--- src/hdl/scpa_pkg.sv ---
`timescale 1ns / 1ps
// ----------------------------------------------------------------------------
// scpa_pkg
// shared widths, status codes and built-in pool tables of the pool allocator
// ----------------------------------------------------------------------------
package scpa_pkg;

   localparam int REG_COUNT  = 8;
   localparam int SIZE_W     = 16;
   localparam int SLOT_W     = 8;
   localparam int STATUS_W   = 3;
   localparam int POOL_OUT_W = 3;
   localparam int CSR_IDX_W  = 3;

   typedef enum logic [STATUS_W-1:0] {
      ST_OK      = 3'd0,
      ST_IRQ     = 3'd1,
      ST_NOFIT   = 3'd2,
      ST_EMPTY   = 3'd3,
      ST_NOMATCH = 3'd4,
      ST_FULL    = 3'd5
   } status_type;

   localparam logic OP_ALLOC = 1'b0;
   localparam logic OP_FREE  = 1'b1;

   // buffer size of each pool after reset
   function automatic logic [SIZE_W-1:0] size_reset(input int unsigned p);
      logic [SIZE_W-1:0] v;
      case (p)
         0: v = 16'd16;
         1: v = 16'd64;
         2: v = 16'd128;
         3: v = 16'd256;
         4: v = 16'd512;
         5: v = 16'd1024;
         6: v = 16'd2048;
         7: v = 16'd4096;
         default: v = '0;
      endcase
      return v;
   endfunction

   // built-in number of slots of each pool
   function automatic int unsigned builtin_count(input int unsigned p);
      int unsigned c;
      case (p)
         0: c = 200;
         1: c = 100;
         2: c = 50;
         3: c = 10;
         4: c = 10;
         5: c = 10;
         6: c = 3;
         7: c = 3;
         default: c = 0;
      endcase
      return c;
   endfunction

   // built-in count clamped to the slots a pool can hold
   function automatic int unsigned pool_capacity(input int unsigned p,
                                                 input int unsigned slots);
      int unsigned c;
      c = builtin_count(p);
      return (c > slots) ? slots : c;
   endfunction

endpackage

--- src/hdl/scpa_select.sv ---
`timescale 1ns / 1ps
// ----------------------------------------------------------------------------
// scpa_select
// finds the first pool that fits an allocate or matches a free
// ----------------------------------------------------------------------------
module scpa_select #(
   parameter int POOL_COUNT = 8,
   parameter int PW         = 3
) (
   input  logic [scpa_pkg::SIZE_W-1:0] pool_size [POOL_COUNT],
   input  logic                        operation,
   input  logic [scpa_pkg::SIZE_W-1:0] byte_count,
   output logic                        hit,
   output logic [PW-1:0]               pool
);

   logic [POOL_COUNT-1:0] match;

   always_comb begin
      for (int p = 0; p < POOL_COUNT; p++) begin
         if (operation == scpa_pkg::OP_FREE) begin
            match[p] = (byte_count == pool_size[p]);
         end else begin
            match[p] = (byte_count <= pool_size[p]);
         end
      end
   end

   // lowest matching pool wins
   always_comb begin
      hit  = 1'b0;
      pool = '0;
      for (int p = POOL_COUNT - 1; p >= 0; p--) begin
         if (match[p]) begin
            hit  = 1'b1;
            pool = PW'(p);
         end
      end
   end

endmodule

--- config.mk ---
export PLATFORM = sky130hd
export DESIGN_NAME = scpa_select
export DESIGN_NICKNAME = d
export VERILOG_FILES = /design/src/hdl/scpa_pkg.sv /design/src/hdl/scpa_select.sv
export SDC_FILE = /design/constraint.sdc
export NUM_CORES = 1
export LEC_CHECK = 0
export BUFFER_PORTS_ARGS = -buffer_cell sky130_fd_sc_hd__buf_2
export CAP_MARGIN = 10
export CORE_AREA = 2 2 99 91
export DETAILED_ROUTE_END_ITERATION = 6
export DIE_AREA = 0 0 101 93
export GPL_TIMING_DRIVEN = 0
export PLACE_DENSITY = 0.76
export SLEW_MARGIN = 10
export SYNTH_ARGS = -nofsm -noshare
export SYNTH_HDL_FRONTEND = slang
export SYNTH_SLANG_ARGS = --single-unit
--- constraint.sdc ---
create_clock -name vclk -period 2.6
set_input_delay 0.39 -clock vclk [all_inputs]
set_output_delay 0.39 -clock vclk [all_outputs]
set_load 0.05 [all_outputs]
==> results of run 1 <==
-- logic make-up after synthesis --
family / after synthesis
AOI/OAI and AO/OA: 101
adders and majority gates: 128
buffers and inverters: 138
and+or+nand+nor: 98
-- power groups by stage --
stage	Sequential [mW]	Combinational, mW	Clock, mW
3_5_place_dp	0	0.678	0
5_1_grt	0	0.897	0
3_3_place_gp	0	0.651	0
6_report	0	0.798	0
4_1_cts	0	0.765	0
2_1_floorplan	0	0.421	0
-- per-layer routing --
layer	GRT usage, %	wire, um	share of wire [%]
met1	30.6	5140	47
met5	0	0	0
met2	39.0	5130	47
met4	3.83	173	1.6
met3	1.05	461	4.2
-- final cells by class --
type                       count  area (sq um)
fill                         776          3620
multi-input combinational    327          3160
timing repair buffer         162           971
inverter                     137           518
tap                          102           128
buffer                         1          3.75
-- placed cells by master (no fill, tap or decap), drive strengths merged, types with 2 or more instances in the layout --
master / n
a21o: 19
a211o: 5
or2: 3
and4: 2
nor4: 3
nor2: 16
inv: 136
nor2b: 6
nor3: 5
nand2: 17
a21oi: 32
or4: 4
a211oi: 13
o211ai: 2
a2111oi: 2
o21a: 4
buf: 163
nand4: 18
nand3: 14
o221ai: 4
o21ai: 13
and3: 3
or3: 2
ha: 128
-- tightest hold or removal path, delay by kind of cell --
family	cells	cell delay, ps
and+or+nand+nor	3	290
buffers and inverters	2	220
adders and majority gates	1	130
AOI/OAI and AO/OA	1	110
-- final timing paths --
check | cells after the start | endpoint | slack (ps) | start
worst max-delay path | 11 | pool[0] | -470 | byte_count[14]
worst min-delay path | 7 | pool[2] | 1550 | pool_size[64]
-- metrics by stage --
step,TNS [ps],std cells,util [%]
6_report,-1830,729,56.9
4_1_cts,-1680,726,55.6
5_1_grt,-2060,729,56.9
3_3_place_gp,-3220,715,51.0
2_1_floorplan,-910,465,-
3_5_place_dp,-3370,715,51.0
-- timing repair --
| action | in CTS | in global routing |
|---|---|---|
| hold endpoints to repair | 0 | 0 |
| buffers inserted | 11 | 3 |
| endpoints found under the setup margin | 4 | 4 |
| gates resized for setup | 64 | 16 |
| pin swaps | 18 | 9 |
==> results.py, run 1 <==
metrics = {
    "yosys": {
        "yosys-top-cells-count": "inv_1 (137), ha_1 (128), a21oi_1 (32), a21o_1 (19), nand4_1 (18)",
        "synth_compound_area_share_pct": 20.3,
        "seq_area_frac_synth_pct": 0,
        "synth_fa_ha_area_share_pct": 48.0,
        "synth_xor_area_share_pct": 0,
        "ys_warn_count": 0,
        "yosysMostFrequentCell": "inv_1",
        "syn_avg_cell_area_sq_um": 7.17,
        "syn_nets": 738,
        "synth_top_area_share_pct": 48.0,
        "synth.distinct_cells": 43,
        "synth_top_family_by_area": "adder cells",
        "synth_simple_gate_area_share_pct": 16.2,
        "synth_top_cell_by_area": "ha_1",
        "synth_mux_area_share_pct": 0,
        "synth.cell_area_sq_mm": 0.00334,
        "syn_inst": 465,
        "yosys-top-cells-area": "ha_1 (48%), inv_1 (15%), a21oi_1 (4.8%)",
    },
    "status": {
        "status": "finished with violations",
        "violations": "negative setup slack",
    },
    "routing": {
        "wl_per_cell_um": 15.0,
        "firstDrtPassIters": 4,
        "viasPerCell": 5.19,
        "vias": 3786,
        "routed_wl_mm": 10.9,
        "drc": 0,
        "drt_iter0_drc": 123,
        "antenna_left": 0,
    },
    "power": {
        "power_frac_comb_pct": 100.0,
        "p_switching_mw": 0.419,
        "power.total_mw": 0.798,
        "peakVddDrop_uv": 78.6,
        "clkPwrFrac_pct": 0,
        "p_sw_share_pct": 52.5,
        "sequentialPowerShare_pct": 0,
        "internal_power_mw": 0.379,
        "power_density_mw_per_mm2": 167,
        "p_leak_nw": 2.89,
    },
    "cells_and_area": {
        "fin_nets": 902,
        "n_antenna_cell": 0,
        "nFlopsAndLatches": 0,
        "drive_above_1_share_pct": 35.4,
        "fin_area_sq_mm": 0.00478,
        "area_delta_synth_final_pct": 43.4,
        "clkbuf_count": 0,
        "regArea_sq_um": 0,
    },
    "timing": {
        "max-slew-margin-rel_pct": 70.1,
        "hold_viol": 0,
        "holdWs_ps": 1550,
        "setup_violations": 4,
        "rsz0062_at_grt": "yes",
        "period_share_pct": 118,
        "final.setup.worst_slack_ps": -466,
        "report.final.slew_viol_count": 0,
        "post-route-min-period_ps": 3070,
        "fmax_mhz": 326,
        "worst_pin_slew_ps": 448,
    },
    "grt": {
        "grt_max_degree": 9,
        "antenna_found_initial": 0,
        "grt_pass1_vias": 3720,
        "grt_pass1_wl_mm": 17.0,
        "track_usage_pct": 22.3,
        "grt_overflow": 0,
    },
    "setup_path": {
        "cp-start-kind": "primary input",
        "critPathMaxFanout": 5,
        "crit_chain": "buf_12 -> ha_4 -> nand4_1 -> or4_4 -> a21oi_2 -> a211oi_2 -> buf_4 -> a211oi_4 -> o21ai_2 -> a31oi_4 -> buf_6",
        "slowest_stage": "or4_4",
        "cpLargestDelayFamily": "simple AND/OR/NAND/NOR gates",
        "critical_path_class": "in -> out",
        "cp.arrival_ps": 2680,
        "cp.required_ps": 2210,
        "cp_num_buf_inv": 3,
        "end_kind": "primary output",
        "max_stage_delay_ps": 610,
    },
    "place": {
        "hpwl_mm": 9.06,
        "place_area_sq_mm": 0.00429,
        "io_buffers": 148,
        "pre_cts_ws_ps": -966,
        "place_congestion": 0.908,
    },
    "floorplanning": {
        "io_pins": 149,
        "core_area_sq_mm": 0.00841,
        "dieArea_sq_mm": 0.00939,
        "fp-row-count": 32,
        "die_h_um": 93,
        "start_util_pct": 39.7,
        "die_w_um": 101,
    },
    "hold_path": {
        "hp-class": "in -> out",
    },
    "flow_run": {
        "cap_violations": 0,
    },
    "cts": {
        "holdBufCountCts": 0,
    },
}
(Power assumes the default switching activity.)
==> inputs of run 2 (changes only) <==
CORE_AREA = 2 2 113 137   (was 2 2 99 91)
DIE_AREA = 0 0 115 139   (was 0 0 101 93)
GPL_TIMING_DRIVEN = not set   (was 0)
PLACE_DENSITY = 0.51   (was 0.76)
==> results.py, run 2 (synthesis results as in run 1) <==
metrics = {
    "cells_and_area": {
        "area_delta_synth_final_pct": 55.0,
        "fillers": 1605,
        "final_common_cell": "buf_2",
        "nFlopsAndLatches": 0,
        "n_antenna_cell": 0,
        "drive_above_1_share_pct": 39.4,
        "fin_area_sq_mm": 0.00517,
        "stdcell_count": 845,
        "final_cell_mix": "buf_2 (139), inv_1 (133), ha_1 (115)",
        "regArea_sq_um": 0,
        "fin_nets": 942,
        "fin_util_pct": 35.1,
        "clkbuf_count": 0,
    },
    "place": {
        "place_congestion": 0.804,
        "dp_cells": 835,
        "pre_cts_ws_ps": -680,
        "place_area_sq_mm": 0.00473,
        "hpwl_mm": 11.0,
        "io_buffers": 149,
    },
    "grt": {
        "track_usage_pct": 15.1,
        "antenna_found_initial": 0,
        "grt_pass1_vias": 3985,
        "grt_max_degree": 9,
        "grt_pass1_wl_mm": 19.2,
        "grt_overflow": 0,
    },
    "flow_run": {
        "cap_violations": 0,
    },
    "timing": {
        "hold_viol": 0,
        "holdWs_ps": 1520,
        "rsz0062_at_grt": "yes",
        "period_share_pct": 117,
        "setup_violations": 4,
        "report.final.slew_viol_count": 0,
        "worst_pin_slew_ps": 455,
        "final.setup.worst_slack_ps": -438,
        "post-route-min-period_ps": 3040,
        "fmax_mhz": 329,
        "max-slew-margin-rel_pct": 69.4,
        "tns_ps": -1680,
    },
    "routing": {
        "drc": 0,
        "firstDrtPassIters": 4,
        "routed_wl_mm": 12.4,
        "viasPerCell": 4.46,
        "vias": 3771,
        "wl_per_cell_um": 14.6,
        "antenna_left": 0,
        "drt_iter0_drc": 97,
    },
    "hold_path": {
        "hp-class": "in -> out",
        "hold_end": "pool[2]",
        "hold_start": "pool_size[64]",
        "hold_path_depth": 7,
    },
    "setup_path": {
        "cp-start-kind": "primary input",
        "critical_path_class": "in -> out",
        "cp.arrival_ps": 2650,
        "cp.required_ps": 2210,
        "critPathMaxFanout": 3,
        "end_kind": "primary output",
    },
    "floorplanning": {
        "dieArea_sq_mm": 0.0160,
        "fp-row-count": 49,
        "die_h_um": 139,
        "start_util_pct": 22.7,
        "core_area_sq_mm": 0.0147,
        "io_pins": 149,
        "die_w_um": 115,
    },
    "power": {
        "power_density_mw_per_mm2": 166,
        "internal_power_mw": 0.424,
        "power.total_mw": 0.861,
        "power_frac_comb_pct": 100.0,
        "sequentialPowerShare_pct": 0,
        "peakVddDrop_uv": 62.3,
        "p_sw_share_pct": 50.7,
        "p_switching_mw": 0.436,
        "clkPwrFrac_pct": 0,
        "p_leak_nw": 3.08,
    },
    "status": {
        "violations": "negative setup slack",
        "status": "finished with violations",
    },
    "cts": {
        "holdBufCountCts": 0,
    },
}
run 2: cell types whose count changed in the layout (fill, tap and decap cells not counted), sizes merged:
cell      previous run  this run
clkinvlp             1         0
inv                136       137
buf                163       203
run 2: worst max-delay path: stages:
cell      delay [ps]
buf_8            100
buf_6            120
ha_4             250
nand4_1          210
or4_4            520
a21oi_4          170
a211oi_2          70
or2_1            260
nor3b_2          200
nand4b_1         160
buf_6            190
run 2: routing by layer:
layer,up-vias,GRT usage [%],routed length [um]
met5,-,0,0
met4,0,0.444,42
met3,2,0.481,425
met2,86,29.7,6460
met1,1658,18.7,5440
li1,2025,-,-
run 2: cell type report:
type	count	area, sq um	area share [%]
Inverter	137	514	9.95
Multi-Input combinational cell	327	3190	61.7
Tap cell	178	223	4.31
Timing Repair Buffer	203	1240	24.0
run 2: how the worst max path moves through the flow:
stage / start / end / slack [ps] / cells past startpoint
floorplan: pool_size[10] / pool[1] / -260 / 8
finish: byte_count[14] / hit / -440 / 11
global placement: byte_count[14] / hit / -670 / 11
global route: byte_count[4] / pool[2] / -550 / 12
detailed placement: byte_count[14] / hit / -680 / 11
CTS: byte_count[15] / hit / -610 / 11
run 2: repair_timing:
item	4_1_cts	5_1_grt
pin swaps	15	18
gates resized for setup	32	37
buffers inserted	9	1
endpoints found under the setup margin	4	4
run 2: power by group through the flow:
stage	sequential (mW)	combinational, mW	clock (mW)
floorplan	0	0.421	0
global placement	0	0.774	0
detailed placement	0	0.774	0
CTS	0	0.827	0
global route	0	0.977	0
finish	0	0.861	0
